`config.mk`:
```
export PLATFORM = sky130hd
export DESIGN_NAME = telecommand_validate_and_echo_flat
export DESIGN_NICKNAME = d
export VERILOG_FILES = /design/src/tcve_pkg.sv /design/src/tcve_if.sv /design/src/tcve_front.sv /design/src/tcve_queue.sv /design/src/tcve_echo.sv /design/src/telecommand_validate_and_echo.sv /design/src/flat_wrapper.sv
export SDC_FILE = /design/constraint.sdc
export NUM_CORES = 1
export LEC_CHECK = 0
export ABC_AREA = 1
export BUFFER_PORTS_ARGS = -buffer_cell sky130_fd_sc_hd__buf_2
export CAP_MARGIN = 20
export CORE_ASPECT_RATIO = 1.4
export CORE_UTILIZATION = 62
export CTS_CLUSTER_DIAMETER = 50
export DETAILED_ROUTE_END_ITERATION = 16
export GPL_ROUTABILITY_DRIVEN = 0
export PLACE_DENSITY = 0.81
export SETUP_SLACK_MARGIN = 0.02
export SLEW_MARGIN = 20
export SYNTH_ARGS = -nofsm -noshare
export SYNTH_HDL_FRONTEND = slang
export SYNTH_HIERARCHICAL = 1
export SYNTH_SLANG_ARGS = --single-unit
```
`constraint.sdc`:
```
create_clock -name clock -period 15.23 [get_ports clock]
set_input_delay 3.046 -clock clock [delete_from_list [all_inputs] [get_ports clock]]
set_output_delay 3.046 -clock clock [all_outputs]
set_load 0.02 [all_outputs]
```
`src/tcve_pkg.sv`:
```
`timescale 1ns / 1ps

package tcve_pkg;

   // packet limits
   localparam int MAX_PACKET_BYTES_DEF = 256;
   localparam int HDR_DEPTH            = 13;
   localparam int ECHO_LEN             = 40;
   localparam int ECHO_SUM_BYTES       = 34;
   localparam int QUEUE_DEPTH          = 2;

   // opcodes
   localparam logic [10:0] OP_NOOP     = 11'h000;
   localparam logic [10:0] OP_SET_TIME = 11'h006;
   localparam logic [10:0] OP_HK_RATE  = 11'h039;
   localparam logic [10:0] OP_SCI_RATE = 11'h048;
   localparam logic [10:0] OP_POWER    = 11'h096;

   // echo packet constants
   localparam logic [7:0] ECHO_ID0    = 8'h08;
   localparam logic [7:0] ECHO_ID1    = 8'h75;
   localparam logic [7:0] ECHO_LENGTH = 8'(36 - 7);
   localparam logic [7:0] ECHO_TYPE   = 8'h0E;
   localparam logic [7:0] SYNC0       = 8'h1A;
   localparam logic [7:0] SYNC1       = 8'hCF;
   localparam logic [7:0] SYNC2       = 8'hFC;
   localparam logic [7:0] SYNC3       = 8'h1D;
   localparam logic [7:0] OPCODE_HI_MASK = 8'b0000_0111;

   // reset values of the rate registers
   localparam logic [15:0] HK_RATE_RESET  = 16'd3;
   localparam logic [15:0] SCI_RATE_RESET = 16'd10;

   typedef enum logic [2:0] {
      STATUS_OK          = 3'd0,
      STATUS_BAD_LENGTH  = 3'd1,
      STATUS_BAD_OPCODE  = 3'd2,
      STATUS_BAD_SUM     = 3'd3,
      STATUS_BAD_ARG     = 3'd4
   } status_type;

   typedef enum logic [2:0] {
      POWER_NONE     = 3'd0,
      POWER_HARD_OFF = 3'd1,
      POWER_HARD_ON  = 3'd2,
      POWER_SOFT_OFF = 3'd3,
      POWER_SOFT_ON  = 3'd4
   } power_type;

   // everything the echo generator needs for one command
   typedef struct packed {
      logic [15:0] seq;
      logic [31:0] sec;
      logic [19:0] usec;
      logic [7:0]  opcode_low;
      status_type  status;
      logic [15:0] accept_count;
      logic [15:0] reject_count;
      logic [15:0] hk_rate;
      logic [15:0] sci_rate;
      power_type   action;
      logic        load;
      logic [31:0] load_sec;
      logic [19:0] load_usec;
   } job_type;

endpackage

```
`src/tcve_if.sv`:
```
`timescale 1ns / 1ps

// command byte channel
interface tcve_req_if;
   logic        valid;
   logic        ready;
   logic [7:0]  cmd_byte;
   logic        last_byte;
   logic [31:0] now_sec;
   logic [19:0] now_usec;

   modport source (output valid, cmd_byte, last_byte, now_sec, now_usec, input ready);
   modport sink (input valid, cmd_byte, last_byte, now_sec, now_usec, output ready);
endinterface

// echo byte channel
interface tcve_rsp_if;
   logic        valid;
   logic        ready;
   logic [7:0]  echo_byte;
   logic        echo_last;
   logic [2:0]  cmd_status;
   logic [2:0]  power_action;
   logic        time_load;
   logic [31:0] load_sec;
   logic [19:0] load_usec;
   logic [15:0] hk_rate;
   logic [15:0] sci_rate;

   modport source (output valid, echo_byte, echo_last, cmd_status, power_action, time_load,
                   load_sec, load_usec, hk_rate, sci_rate, input ready);
   modport sink (input valid, echo_byte, echo_last, cmd_status, power_action, time_load,
                 load_sec, load_usec, hk_rate, sci_rate, output ready);
endinterface

```
`src/tcve_front.sv`:
```
`timescale 1ns / 1ps

module tcve_front #(
   parameter int MAX_PACKET_BYTES = tcve_pkg::MAX_PACKET_BYTES_DEF
) (
   input  logic              clock,
   input  logic              reset,
   tcve_req_if.sink          req,
   input  logic              q_full,
   output logic              push,
   output tcve_pkg::job_type job
);
   import tcve_pkg::*;

   localparam int CountWidth = $clog2(MAX_PACKET_BYTES + 1);

   logic [7:0]            header_ff [HDR_DEPTH];
   logic [CountWidth-1:0] count_ff, count_in;
   logic [15:0]           sum_ff, sum_in;
   logic [7:0]            prior_ff [2];
   logic [7:0]            prior_in [2];
   logic [15:0]           accept_ff, accept_in;
   logic [15:0]           reject_ff, reject_in;
   logic [15:0]           seq_ff, seq_in;
   logic [15:0]           hk_ff, hk_in;
   logic [15:0]           sci_ff, sci_in;

   logic        accept;
   logic [7:0]  pkt [HDR_DEPTH];
   logic [15:0] total;
   logic [15:0] trailer;
   logic [10:0] opcode;
   logic        sum_ok;
   status_type  status;
   power_type   action;
   logic        load;
   logic [31:0] lsec;
   logic [19:0] lusec;
   logic [15:0] rate;

   assign req.ready = !q_full;
   assign accept    = req.valid && req.ready;
   assign push      = accept && req.last_byte;

   // packet view: bytes past the current one read as zero, current byte bypassed
   always_comb begin
      for (int i = 0; i < HDR_DEPTH; i++) begin
         if (count_ff > CountWidth'(i)) begin
            pkt[i] = header_ff[i];
         end else if (count_ff == CountWidth'(i)) begin
            pkt[i] = req.cmd_byte;
         end else begin
            pkt[i] = 8'h00;
         end
      end
   end

   // trailer check and command decode
   always_comb begin
      total   = sum_ff + {8'h00, prior_ff[0]};
      trailer = {req.cmd_byte, prior_ff[1]};
      opcode  = {pkt[0][2:0] & OPCODE_HI_MASK[2:0], pkt[1]};
      sum_ok  = (count_ff >= CountWidth'(7)) &&
                (count_ff < CountWidth'(MAX_PACKET_BYTES)) && (total == trailer);
      rate    = {pkt[7], pkt[6]};
      status  = STATUS_OK;
      action  = POWER_NONE;
      load    = 1'b0;
      lsec    = '0;
      lusec   = '0;
      if (!sum_ok) begin
         status = STATUS_BAD_SUM;
      end else begin
         unique case (opcode)
            OP_NOOP: begin
               status = STATUS_OK;
            end
            OP_SET_TIME: begin
               load  = 1'b1;
               lsec  = {pkt[9], pkt[8], pkt[7], pkt[6]};
               lusec = {pkt[12][3:0], pkt[11], pkt[10]};
            end
            OP_HK_RATE, OP_SCI_RATE: begin
               if (count_ff != CountWidth'(9)) begin
                  status = STATUS_BAD_LENGTH;
               end
            end
            OP_POWER: begin
               if (count_ff != CountWidth'(8)) begin
                  status = STATUS_BAD_LENGTH;
               end else begin
                  unique case (pkt[6])
                     8'h00:   action = POWER_HARD_OFF;
                     8'h01:   action = POWER_HARD_ON;
                     8'h10:   action = POWER_SOFT_OFF;
                     8'h11:   action = POWER_SOFT_ON;
                     default: status = STATUS_BAD_ARG;
                  endcase
               end
            end
            default: begin
               status = STATUS_BAD_OPCODE;
            end
         endcase
      end
   end

   // next state of the command counters and rate registers
   always_comb begin
      accept_in = accept_ff;
      reject_in = reject_ff;
      hk_in     = hk_ff;
      sci_in    = sci_ff;
      seq_in    = seq_ff;
      if (push) begin
         seq_in = seq_ff + 16'd1;
         if (sum_ok) begin
            if (status == STATUS_OK) begin
               accept_in = accept_ff + 16'd1;
               if (opcode == OP_HK_RATE) begin
                  hk_in = rate;
               end
               if (opcode == OP_SCI_RATE) begin
                  sci_in = rate;
               end
            end else begin
               reject_in = reject_ff + 16'd1;
            end
         end
      end
   end

   // next state of the packet accumulator
   always_comb begin
      count_in    = count_ff;
      sum_in      = sum_ff;
      prior_in[0] = prior_ff[0];
      prior_in[1] = prior_ff[1];
      if (accept) begin
         if (req.last_byte) begin
            count_in    = '0;
            sum_in      = '0;
            prior_in[0] = 8'h00;
            prior_in[1] = 8'h00;
         end else begin
            sum_in      = total;
            prior_in[0] = prior_ff[1];
            prior_in[1] = req.cmd_byte;
            if (count_ff < CountWidth'(MAX_PACKET_BYTES)) begin
               count_in = count_ff + CountWidth'(1);
            end
         end
      end
   end

   // job for the echo generator
   always_comb begin
      job.seq          = seq_ff;
      job.sec          = load ? lsec : req.now_sec;
      job.usec         = load ? lusec : req.now_usec;
      job.opcode_low   = opcode[7:0];
      job.status       = status;
      job.accept_count = accept_in;
      job.reject_count = reject_in;
      job.hk_rate      = hk_in;
      job.sci_rate     = sci_in;
      job.action       = action;
      job.load         = load;
      job.load_sec     = lsec;
      job.load_usec    = lusec;
   end

   // control registers
   always_ff @(posedge clock) begin
      if (reset) begin
         count_ff    <= '0;
         sum_ff      <= '0;
         prior_ff[0] <= 8'h00;
         prior_ff[1] <= 8'h00;
         accept_ff   <= '0;
         reject_ff   <= '0;
         seq_ff      <= '0;
         hk_ff       <= HK_RATE_RESET;
         sci_ff      <= SCI_RATE_RESET;
      end else begin
         count_ff    <= count_in;
         sum_ff      <= sum_in;
         prior_ff[0] <= prior_in[0];
         prior_ff[1] <= prior_in[1];
         accept_ff   <= accept_in;
         reject_ff   <= reject_in;
         seq_ff      <= seq_in;
         hk_ff       <= hk_in;
         sci_ff      <= sci_in;
      end
   end

   // header capture
   always_ff @(posedge clock) begin
      for (int i = 0; i < HDR_DEPTH; i++) begin
         if (accept && count_ff == CountWidth'(i)) begin
            header_ff[i] <= req.cmd_byte;
         end
      end
   end

endmodule

```
`src/tcve_queue.sv`:
```
`timescale 1ns / 1ps

module tcve_queue (
   input  logic              clock,
   input  logic              reset,
   input  logic              push,
   input  tcve_pkg::job_type push_job,
   input  logic              pop,
   output logic              full,
   output logic              head_valid,
   output tcve_pkg::job_type head_job
);
   import tcve_pkg::*;

   localparam int PtrWidth   = (QUEUE_DEPTH > 1) ? $clog2(QUEUE_DEPTH) : 1;
   localparam int CountWidth = $clog2(QUEUE_DEPTH + 1);

   job_type               entry_ff [QUEUE_DEPTH];
   logic [PtrWidth-1:0]   wr_ff, wr_in;
   logic [PtrWidth-1:0]   rd_ff, rd_in;
   logic [CountWidth-1:0] count_ff, count_in;

   assign full       = (count_ff == CountWidth'(QUEUE_DEPTH));
   assign head_valid = (count_ff != '0);
   assign head_job   = entry_ff[rd_ff];

   // pointer and occupancy update
   always_comb begin
      wr_in    = wr_ff;
      rd_in    = rd_ff;
      count_in = count_ff;
      if (push) begin
         wr_in = (wr_ff == PtrWidth'(QUEUE_DEPTH - 1)) ? '0 : wr_ff + PtrWidth'(1);
      end
      if (pop) begin
         rd_in = (rd_ff == PtrWidth'(QUEUE_DEPTH - 1)) ? '0 : rd_ff + PtrWidth'(1);
      end
      if (push && !pop) begin
         count_in = count_ff + CountWidth'(1);
      end else if (pop && !push) begin
         count_in = count_ff - CountWidth'(1);
      end
   end

   always_ff @(posedge clock) begin
      if (reset) begin
         wr_ff    <= '0;
         rd_ff    <= '0;
         count_ff <= '0;
      end else begin
         wr_ff    <= wr_in;
         rd_ff    <= rd_in;
         count_ff <= count_in;
      end
   end

   // entry storage
   always_ff @(posedge clock) begin
      if (push) begin
         entry_ff[wr_ff] <= push_job;
      end
   end

endmodule

```
`src/tcve_echo.sv`:
```
`timescale 1ns / 1ps

module tcve_echo (
   input  logic              clock,
   input  logic              reset,
   input  logic              head_valid,
   input  tcve_pkg::job_type head_job,
   output logic              pop,
   tcve_rsp_if.source        rsp
);
   import tcve_pkg::*;

   localparam int IdxWidth = $clog2(ECHO_LEN);

   logic [IdxWidth-1:0] idx_ff, idx_in;
   logic [15:0]         csum_ff, csum_in;
   logic                valid_ff, valid_in;
   logic [7:0]          byte_ff;
   logic                last_ff;
   logic [2:0]          status_ff;
   logic [2:0]          action_ff;
   logic                load_ff;
   logic [31:0]         lsec_ff;
   logic [19:0]         lusec_ff;
   logic [15:0]         hk_ff;
   logic [15:0]         sci_ff;

   logic       advance;
   logic       emit;
   logic       first;
   logic       last;
   logic [7:0] echo [ECHO_LEN];
   logic [7:0] cur_byte;

   assign advance = !valid_ff || rsp.ready;
   assign emit    = advance && head_valid;
   assign first   = (idx_ff == '0);
   assign last    = (idx_ff == IdxWidth'(ECHO_LEN - 1));
   assign pop     = emit && last;

   // echo packet layout
   always_comb begin
      for (int i = 0; i < ECHO_LEN; i++) begin
         echo[i] = 8'h00;
      end
      echo[0]  = ECHO_ID0;
      echo[1]  = ECHO_ID1;
      echo[2]  = head_job.seq[15:8];
      echo[3]  = head_job.seq[7:0];
      echo[5]  = ECHO_LENGTH;
      echo[6]  = ECHO_TYPE;
      echo[9]  = {head_job.usec[3:0], 4'h0};
      echo[10] = head_job.usec[11:4];
      echo[11] = head_job.usec[19:12];
      echo[12] = head_job.sec[7:0];
      echo[13] = head_job.sec[15:8];
      echo[14] = head_job.sec[23:16];
      echo[15] = head_job.sec[31:24];
      echo[17] = head_job.opcode_low;
      echo[18] = {5'h00, head_job.status};
      echo[19] = head_job.accept_count[7:0];
      echo[20] = head_job.accept_count[15:8];
      echo[21] = head_job.reject_count[7:0];
      echo[22] = head_job.reject_count[15:8];
      echo[34] = csum_ff[7:0];
      echo[35] = csum_ff[15:8];
      echo[36] = SYNC0;
      echo[37] = SYNC1;
      echo[38] = SYNC2;
      echo[39] = SYNC3;
      cur_byte = echo[idx_ff];
   end

   // byte index, running echo sum and output valid
   always_comb begin
      idx_in   = idx_ff;
      csum_in  = csum_ff;
      valid_in = valid_ff;
      if (rsp.ready) begin
         valid_in = 1'b0;
      end
      if (emit) begin
         valid_in = 1'b1;
         idx_in   = last ? '0 : idx_ff + IdxWidth'(1);
         if (first) begin
            csum_in = {8'h00, cur_byte};
         end else if (idx_ff < IdxWidth'(ECHO_SUM_BYTES)) begin
            csum_in = csum_ff + {8'h00, cur_byte};
         end
      end
   end

   always_ff @(posedge clock) begin
      if (reset) begin
         idx_ff   <= '0;
         valid_ff <= 1'b0;
      end else begin
         idx_ff   <= idx_in;
         valid_ff <= valid_in;
      end
   end

   // output register
   always_ff @(posedge clock) begin
      csum_ff <= csum_in;
      if (emit) begin
         byte_ff   <= cur_byte;
         last_ff   <= last;
         status_ff <= head_job.status;
         action_ff <= first ? head_job.action : POWER_NONE;
         load_ff   <= first && head_job.load;
         lsec_ff   <= first ? head_job.load_sec : 32'h0;
         lusec_ff  <= first ? head_job.load_usec : 20'h0;
         hk_ff     <= head_job.hk_rate;
         sci_ff    <= head_job.sci_rate;
      end
   end

   assign rsp.valid        = valid_ff;
   assign rsp.echo_byte    = byte_ff;
   assign rsp.echo_last    = last_ff;
   assign rsp.cmd_status   = status_ff;
   assign rsp.power_action = action_ff;
   assign rsp.time_load    = load_ff;
   assign rsp.load_sec     = lsec_ff;
   assign rsp.load_usec    = lusec_ff;
   assign rsp.hk_rate      = hk_ff;
   assign rsp.sci_rate     = sci_ff;

endmodule

```
`src/telecommand_validate_and_echo.sv`:
```
`timescale 1ns / 1ps
// Throughput: one command byte per cycle while the queue is not full; each packet then yields
// 40 echo bytes at one per cycle while the receiver is ready, paced by the echo byte counter.
// A two-entry command queue lets the next packet stream in while an echo is being sent; input
// stalls only when both entries are waiting.
// Reset (synchronous, active high) clears counters, queue and output valid; rates go to 3, 10.
module telecommand_validate_and_echo #(
   parameter int MAX_PACKET_BYTES = tcve_pkg::MAX_PACKET_BYTES_DEF
) (
   input  logic       clock,
   input  logic       reset,
   tcve_req_if.sink   req_chan,
   tcve_rsp_if.source rsp_chan
);
   import tcve_pkg::*;

   logic    push;
   logic    pop;
   logic    q_full;
   logic    head_valid;
   job_type push_job;
   job_type head_job;

   // command parsing and execution
   tcve_front #(
      .MAX_PACKET_BYTES(MAX_PACKET_BYTES)
   ) u_front (
      .clock  (clock),
      .reset  (reset),
      .req    (req_chan),
      .q_full (q_full),
      .push   (push),
      .job    (push_job)
   );

   // decoupling queue
   tcve_queue u_queue (
      .clock      (clock),
      .reset      (reset),
      .push       (push),
      .push_job   (push_job),
      .pop        (pop),
      .full       (q_full),
      .head_valid (head_valid),
      .head_job   (head_job)
   );

   // echo packet generation
   tcve_echo u_echo (
      .clock      (clock),
      .reset      (reset),
      .head_valid (head_valid),
      .head_job   (head_job),
      .pop        (pop),
      .rsp        (rsp_chan)
   );

endmodule
```
`src/flat_wrapper.sv`:
```
// flat-port wrapper written by rule: the top's interface ports become plain ports
module telecommand_validate_and_echo_flat import tcve_pkg::*;
#(
   parameter int MAX_PACKET_BYTES = tcve_pkg::MAX_PACKET_BYTES_DEF
)
  (clock, reset, req_chan_valid, req_chan_cmd_byte, req_chan_last_byte, req_chan_now_sec, req_chan_now_usec, req_chan_ready, rsp_chan_valid, rsp_chan_echo_byte, rsp_chan_echo_last, rsp_chan_cmd_status, rsp_chan_power_action, rsp_chan_time_load, rsp_chan_load_sec, rsp_chan_load_usec, rsp_chan_hk_rate, rsp_chan_sci_rate, rsp_chan_ready);
  tcve_req_if req_chan_i ();
  tcve_rsp_if rsp_chan_i ();
  input  logic clock;
  input  logic reset;
  input wire logic [$bits(req_chan_i.valid)-1:0] req_chan_valid;
  input wire logic [$bits(req_chan_i.cmd_byte)-1:0] req_chan_cmd_byte;
  input wire logic [$bits(req_chan_i.last_byte)-1:0] req_chan_last_byte;
  input wire logic [$bits(req_chan_i.now_sec)-1:0] req_chan_now_sec;
  input wire logic [$bits(req_chan_i.now_usec)-1:0] req_chan_now_usec;
  output wire logic [$bits(req_chan_i.ready)-1:0] req_chan_ready;
  output wire logic [$bits(rsp_chan_i.valid)-1:0] rsp_chan_valid;
  output wire logic [$bits(rsp_chan_i.echo_byte)-1:0] rsp_chan_echo_byte;
  output wire logic [$bits(rsp_chan_i.echo_last)-1:0] rsp_chan_echo_last;
  output wire logic [$bits(rsp_chan_i.cmd_status)-1:0] rsp_chan_cmd_status;
  output wire logic [$bits(rsp_chan_i.power_action)-1:0] rsp_chan_power_action;
  output wire logic [$bits(rsp_chan_i.time_load)-1:0] rsp_chan_time_load;
  output wire logic [$bits(rsp_chan_i.load_sec)-1:0] rsp_chan_load_sec;
  output wire logic [$bits(rsp_chan_i.load_usec)-1:0] rsp_chan_load_usec;
  output wire logic [$bits(rsp_chan_i.hk_rate)-1:0] rsp_chan_hk_rate;
  output wire logic [$bits(rsp_chan_i.sci_rate)-1:0] rsp_chan_sci_rate;
  input wire logic [$bits(rsp_chan_i.ready)-1:0] rsp_chan_ready;
  assign req_chan_i.valid = req_chan_valid;
  assign req_chan_i.cmd_byte = req_chan_cmd_byte;
  assign req_chan_i.last_byte = req_chan_last_byte;
  assign req_chan_i.now_sec = req_chan_now_sec;
  assign req_chan_i.now_usec = req_chan_now_usec;
  assign req_chan_ready = req_chan_i.ready;
  assign rsp_chan_valid = rsp_chan_i.valid;
  assign rsp_chan_echo_byte = rsp_chan_i.echo_byte;
  assign rsp_chan_echo_last = rsp_chan_i.echo_last;
  assign rsp_chan_cmd_status = rsp_chan_i.cmd_status;
  assign rsp_chan_power_action = rsp_chan_i.power_action;
  assign rsp_chan_time_load = rsp_chan_i.time_load;
  assign rsp_chan_load_sec = rsp_chan_i.load_sec;
  assign rsp_chan_load_usec = rsp_chan_i.load_usec;
  assign rsp_chan_hk_rate = rsp_chan_i.hk_rate;
  assign rsp_chan_sci_rate = rsp_chan_i.sci_rate;
  assign rsp_chan_i.ready = rsp_chan_ready;
  telecommand_validate_and_echo #(.MAX_PACKET_BYTES(MAX_PACKET_BYTES)) u_core (.clock(clock), .reset(reset), .req_chan(req_chan_i), .rsp_chan(rsp_chan_i));
endmodule
```
==> metrics.md, run 1 <==
| Metric | Value |
|---|---|
| Internal | 3.248 mW |
| Core region area | 51380 um^2 |
| CP Launch Type | primary input |
| Post-route DRC | 0 |
| Clk slew on worst S/H paths | 0.06 ns |
| Arrival @ worst endpoint | 6.24 ns |
| Detailed Route Iter0 Violations | 2356 |
| Post_cts resized | 0 |
| Fraction of layout cells with a size suffix above 1 | 18.18% |
| Worst-skew pair later-pin latency | 0.63 ns |
| Clock share of power | 40.3% |
| Worst Setup End Kind | flop |
| RSZ-0062 raised after global routing | no |
| Final nets | 3272 |
| Initial antenna violation count | 0 |
| Critical path class | primary input to flop |
| Cells after Synth | 3032 |
| Core Util, Final | 69.93% |
| Post-route ant nets | 0 |
| Achievable frequency | 170.4 MHz |
| Slew headroom | 18.05% |
| First-pass GRT wire length | 118900 um |
| Sequential power share | 51.7% |
| WL final | 77400 um |
| Yosys reg bits | 710 |
| Mean post-synth cell area | 10.71 um^2 |
| TritonCTS Buffers | 67 |
| Slowest-stage cell, CP | nor2_8 |
| Via count | 23000 |
| Top-area cell type share of the netlist area | 53.34% |
| Area growth, synth to finish | 10.59% |
| Worst-Margin Slew | 1.216 ns |
| Hold-critical path depth | 0 |
| HPWL Detailed | 50510 um |
| Total power per unit cell area | 118.6 nW/um^2 |
| Ant. Diodes | 0 |
| Die ar. | 53330 um^2 |
| GR Overflow Total | 0 |
| Final Hold Vio Count | 0 |
| Clock root buffer | clkbuf_16 |
| Comb power frac | 8.0% |
| Worst r2r path cells | 19 |
| Synth warn | 6 |
| Pre-CTS setup slack | 8.787 ns |
| Netlist Area Pre-Place | 32480 um^2 |
| Largest net degree at the start of global routing | 174 |
| Maximum buffer depth of the clock tree | 3 |
| Hold Path Class | flop to flop |
| DRT Pass-1 Iters | 8 |
| Psw | 1.012 mW |
| Status | finished, final reports clean |
| Tmin final | 5.869 ns |
| Pleak | 14.14 nW |
| Maximum VDD drop | 0.0001029 V |
| R2r setup slk | 10.07 ns |
| Final Skew | 0.03897 ns |
| Overall power | 4.259 mW |
| Switching Fraction | 23.76% |
| Max Slew Vio Count | 0 |
| Vias per inst | 5.929 |
| Hold WS | 0.4622 ns |
| Htree depth | 3 |
| Die W | 195.5 um |
| CTS hold repair buffers | 0 |
| Row cnt | 98 |
| Number of global-route vias before repair | 22380 |
| Area contributors post-synth | edfxtp_1 53%, dfxtp_1 8.2%, nand2_1 7.8%, mux2_4 4.6%, nand3_1 3.9% |
| Seq/Total Area, Yosys | 61.53% |
| MaxCap Viol Count | 0 |
| Setup bufs post-CTS | 0 |
| Clock Sinks | 710 |
| Total GRT Usage | 28.92% |
| Drt wl/cell | 19.95 um |
| Reg-to-Reg End | u_core/u_echo/csum_ff[10] |
| Final WS setup | 9.361 ns |
| Final worst path period share | 38.54% |
| Critical path cell sequence | buf_2 -> inv_1 -> nand3_1 -> nor3_1 -> nor2_2 -> inv_1 -> nand2_2 -> nor2_1 -> nand3_1 -> nor2_1 -> a21oi_4 -> nand4_4 -> nor2_8 -> nand2_2 -> nand2_1 -> nand2_1 |
| Synth area leader | edfxtp_1 |
| CTS tree | yes |
| Post-synthesis cell type count | 56 |
| Initial core utilization | 63.23% |
| I/O Buffers | 166 |
| Crit Path Max Fanout | 42 |
| Hold endpoint | u_core/u_queue/entry_ff[0][190] |
| Setup TNS | 0 ns |
| Endpoints failing setup | 0 |
| CP peak stage delay | 0.53 ns |
| Io pins | 167 |
| WP data required | 15.60 ns |
| Syn Nets | 3128 |
| Hold path startpoint | u_core/u_front/seq_ff[7] |
| Chip height | 272.8 um |
power by group through the flow:
stage | clock, mW | combinational [mW] | sequential [mW]
CTS | 1.74 | 0.339 | 2.20
global route | 1.80 | 0.369 | 2.21
global placement | 0 | 0.327 | 2.24
floorplan | 0 | 0.192 | 2.28
detailed placement | 0 | 0.335 | 2.24
finish | 1.72 | 0.341 | 2.20
sequential cells by signal (all words and copies together), names as in the netlist, 20 cells and up, named ones only:
register and count:
u_core/u_queue/entry_ff 398, u_core/u_echo/rsp.load_usec 20, u_core/u_front/header_ff 63, u_core/u_echo/rsp.load_sec 32
layer usage:
layer | vias to the layer above | share of wire (%) | track usage [%]
met1 | 11030 | 37 | 34.71
met2 | 1176 | 51 | 50.75
met4 | 0 | 4.7 | 14.92
met5 | - | 0 | 0
li1 | 10560 | - | -
met3 | 227 | 7.8 | 4.159
cells in the mapped netlist (all sizes together):
library cell	instances
nand2	697
edfxtp	577
inv	340
nor2	307
nand3	265
mux2	199
dfxtp	133
o21ai	126
a21oi	125
buf	60
clkbuf	45
nor3	31
ha	29
nand4	28
xor2	11
nand3b	8
nor4	7
clkinv	5
or2	5
a22oi	4
a31oi	4
a211oi	3
and3	3
o21a	3
o22ai	3
a21boi	2
fa	2
nor3b	2
o211ai	2
a21o	1
a221oi	1
and2	1
nor4b	1
o21bai	1
xnor2	1
metrics by stage:
step	instance area, um^2	cells
after detailed placement	33660	3757
after global placement	33650	3757
after floorplan	32480	3032
final	35930	3879
after global routing	35930	3879
after CTS	35930	3879
how the worst max path moves through the flow:
stage | start | to | slack [ns] | cells past startpoint
floorplan | req_chan_valid | u_core/u_queue/entry_ff[0][0] | 2.62 | 4
finish | req_chan_cmd_byte[2] | u_core/u_queue/entry_ff[0][58] | 9.36 | 16
global route | req_chan_cmd_byte[2] | u_core/u_queue/entry_ff[1][62] | 9.19 | 16
CTS | req_chan_cmd_byte[2] | u_core/u_queue/entry_ff[0][58] | 9.42 | 16
global placement | req_chan_valid | u_core/u_queue/entry_ff[1][85] | 8.67 | 7
detailed placement | req_chan_cmd_byte[2] | u_core/u_queue/entry_ff[1][61] | 8.79 | 16
layout by cell type (no fill, tap or decap), types with 69 or more instances in the layout:
cell type / count
mux2_4: 100
edfxtp_1: 577
a21oi_1: 122
mux2_2: 99
o21ai_0: 115
nand3_1: 252
nand2_1: 675
clkbuf_16: 69
buf_2: 165
nor2_1: 271
inv_1: 319
dfxtp_1: 131
critical path: cells and delay by family:
family | cells | cell delay [ns]
compound gates | 1 | 0.23
buf+inv | 3 | 0.73
simple gates | 12 | 2.20
kinds of logic (layout without fill, tap and decap cells):
logic type / after synthesis / in the layout / synth area share, %
AO/OA/AOI/OAI: 275 / 275 / 4.468
multiplexers: 199 / 199 / 8.054
adder cells (fa/ha/maj): 31 / 31 / 1.240
flip-flops: 710 / 710 / 61.53
AND/OR/NAND/NOR: 1355 / 1355 / 18.41
buffers and inverters: 450 / 647 / 5.966
XOR/XNOR: 12 / 12 / 0.3235
cell type report:
cell class                 count  area [um^2]
clock buffer                  81         1789
fill                        3440        15450
sequential                   710        19990
clock inverter                41        479.2
timing repair buffer         180        967.2
multi-input combinational   1872        10580
inverter                     345         1306
tap                          650        813.3
Note: power is estimated with default switching activity, not from simulation.
==> run 2, diff against run 1 <==
==> constraint.sdc (replaced) <==
create_clock -name clock -period 5.7 [get_ports clock]
set_input_delay 1.14 -clock clock [delete_from_list [all_inputs] [get_ports clock]]
set_output_delay 1.14 -clock clock [all_outputs]
set_load 0.02 [all_outputs]
==> run 2 against run 1 <==
Against the previous run: wire length increased by 1.8%; die area did not move; clock power rose to 2.5 times the previous value; largest power group unchanged; highest routed layer unchanged.
==> metrics.md, run 2 (same netlist as run 1, synthesis figures left out) <==
| Metric | Value |
|---|---|
| CTS tree | yes |
| Area growth, synth to finish | 10.62% |
| Slowest-stage cell, CP | nor2_8 |
| Largest net degree at the start of global routing | 130 |
| Row cnt | 98 |
| Initial core utilization | 63.23% |
| Status | finished, final reports clean |
| Critical path class | flop to flop |
| DRT Pass-1 Iters | 7 |
| Crit path to | u_core/u_queue/entry_ff[1][61] |
| Hold-critical path depth | 2 |
| Top reg by flops | u_core/u_queue/entry_ff |
| Tmin final | 4.396 ns |
| Arrival @ worst endpoint | 4.76 ns |
| Reg-to-Reg End | u_core/u_queue/entry_ff[1][61] |
| R2r setup slk | 1.30 ns |
| Reg2reg start | u_core/u_front/prior_ff[0][0] |
| Critical path cell sequence | ha_1 -> inv_1 -> fa_1 -> inv_1 -> nand3_1 -> nand2_1 -> nand3_1 -> nand2_1 -> nand2_1 -> nand3_1 -> nand2_1 -> nor2_1 -> nand3_1 -> nor2_4 -> nand4_4 -> nor2_8 -> nand2_2 -> nand2_1 -> nand2_1 |
| Maximum VDD drop | 0.0002914 V |
| Maximum buffer depth of the clock tree | 3 |
| Core region area | 51380 um^2 |
| First-pass GRT wire length | 120700 um |
| Final Hold Vio Count | 0 |
| GR Overflow Total | 0 |
| Final worst path period share | 77.13% |
| Worst-skew pair later-pin latency | 0.63 ns |
| HPWL Detailed | 53240 um |
| Clk slew on worst S/H paths | 0.06 ns |
| Number of global-route vias before repair | 22780 |
| Post-route DRC | 0 |
| CTS hold repair buffers | 0 |
| Setup bufs post-CTS | 0 |
| Chip height | 272.8 um |
| Ant. Diodes | 0 |
| Io pins | 167 |
| Pleak | 14.13 nW |
| CP peak stage delay | 0.52 ns |
| I/O Buffers | 166 |
| CP Launch Point | u_core/u_front/prior_ff[0][0] |
| Total power per unit cell area | 310.8 nW/um^2 |
| Detailed Route Iter0 Violations | 2724 |
| Drt wl/cell | 20.24 um |
| Final nets | 3285 |
| Hold Path Class | flop to flop |
| Fill cells | 3431 |
| Crit Path Max Fanout | 42 |
| Fraction of layout cells with a size suffix above 1 | 18.41% |
| Clock root buffer | clkbuf_16 |
| Die ar. | 53330 um^2 |
| Largest register FFs | 398 |
| CP Launch Type | flop |
| Top delay family on crit path | simple AND/OR/NAND/NOR gates |
| Max Slew Vio Count | 0 |
| Most common cell after layout, fill and taps aside | nand2_1 |
| Htree depth | 3 |
| Total GRT Usage | 29.36% |
| Final WS setup | 1.304 ns |
| Post_cts resized | 0 |
| Post-route ant nets | 0 |
| Achievable frequency | 227.5 MHz |
| Clock Sinks | 710 |
| Via count | 23140 |
| Total stage count of the critical path | 19 |
| WL final | 78780 um |
| MaxCap Viol Count | 0 |
| Worst r2r path cells | 19 |
| Setup TNS | 0 ns |
| Most frequent cells in the layout | 675 x nand2_1, 577 x edfxtp_1, 319 x inv_1 |
| RSZ-0062 raised after global routing | no |
| Hold WS | 0.4707 ns |
| Vias per inst | 5.946 |
| Worst Path Buf+Inv | 2 |
| TritonCTS Buffers | 66 |
| Worst-Margin Slew | 1.224 ns |
| Endpoints failing setup | 0 |
| Most used cell, CP | nand2_1 |
| Slew headroom | 17.52% |
| WP data required | 6.06 ns |
| Worst Setup End Kind | flop |
| Pre-CTS setup slack | 1.354 ns |
| Die W | 195.5 um |
| Final Skew | 0.02959 ns |
| Initial antenna violation count | 0 |
-- run 2: cell count changes in the layout (fill, tap and decap cells not counted), sizes merged --
| cell | change |
|---|---|
| bufinv | -3 |
| clkbuf | -4 |
| buf | +14 |
| inv | -7 |
| clkinv | +11 |
| clkinvlp | +2 |
-- run 2: per-layer routing --
metal | track usage [%] | wire [um] | vias to the layer above
met2 | 50.93 | 39510 | 1221
met5 | 0 | 0 | -
met1 | 34.99 | 28980 | 11070
li1 | - | - | 10590
met3 | 4.603 | 6042 | 261
met4 | 16.37 | 4240 | 0
-- run 2: tightest hold or removal path, delay by kind of cell (launching register included) --
kind	cells	cell delay, ns
and+or+nand+nor	1	0.06
DFF	1	0.31
AOI/OAI and AO/OA	1	0.05
-- run 2: power breakdown --
group | internal (mW) | total (mW) | switching [mW] | leakage, nW
clock network | 2.41 | 4.36 | 1.96 | 1.04
logic | 0.266 | 0.922 | 0.656 | 6.61
registers | 5.81 | 5.88 | 0.0700 | 6.49
total | 8.49 | 11.2 | 2.68 | 14.1
-- run 2: area by class of cell --
cell class	count	area [um^2]	share of cell area [%]
Clock buffer	77	1735	4.830
Tap cell	650	813.3	2.263
Inverter	345	1303	3.625
Clock inverter	44	415.4	1.156
Timing Repair Buffer	194	1079	3.001
Sequential cell	710	19990	55.64
Multi-Input combinational cell	1872	10590	29.48
-- run 2: per-stage QoR --
stage | power, mW | cell area [um^2] | utilization [%] | instances
finish | 11.17 | 35930 | 69.94 | 3892
global route | 11.49 | 35930 | 69.94 | 3892
CTS | 11.20 | 35910 | 69.89 | 3891
detailed placement | 6.892 | 33760 | 65.70 | 3770
global placement | 6.854 | 33760 | 65.70 | 3770
floorplan | 6.590 | 32500 | - | 3032
-- run 2: worst min path at each step --
stage / slack [ns] / end / from
final: 0.47 / u_core/u_front/prior_ff[0][4] / u_core/u_front/prior_ff[0][4]
after floorplan: 0.43 / u_core/u_queue/entry_ff[0][189] / u_core/u_front/seq_ff[6]
after global placement: 0.43 / u_core/u_queue/entry_ff[0][190] / u_core/u_front/seq_ff[7]
after CTS: 0.47 / u_core/u_queue/entry_ff[0][190] / u_core/u_front/seq_ff[7]
after detailed placement: 0.44 / u_core/u_queue/entry_ff[1][189] / u_core/u_front/seq_ff[6]
after global routing: 0.48 / u_core/u_queue/entry_ff[0][190] / u_core/u_front/seq_ff[7]
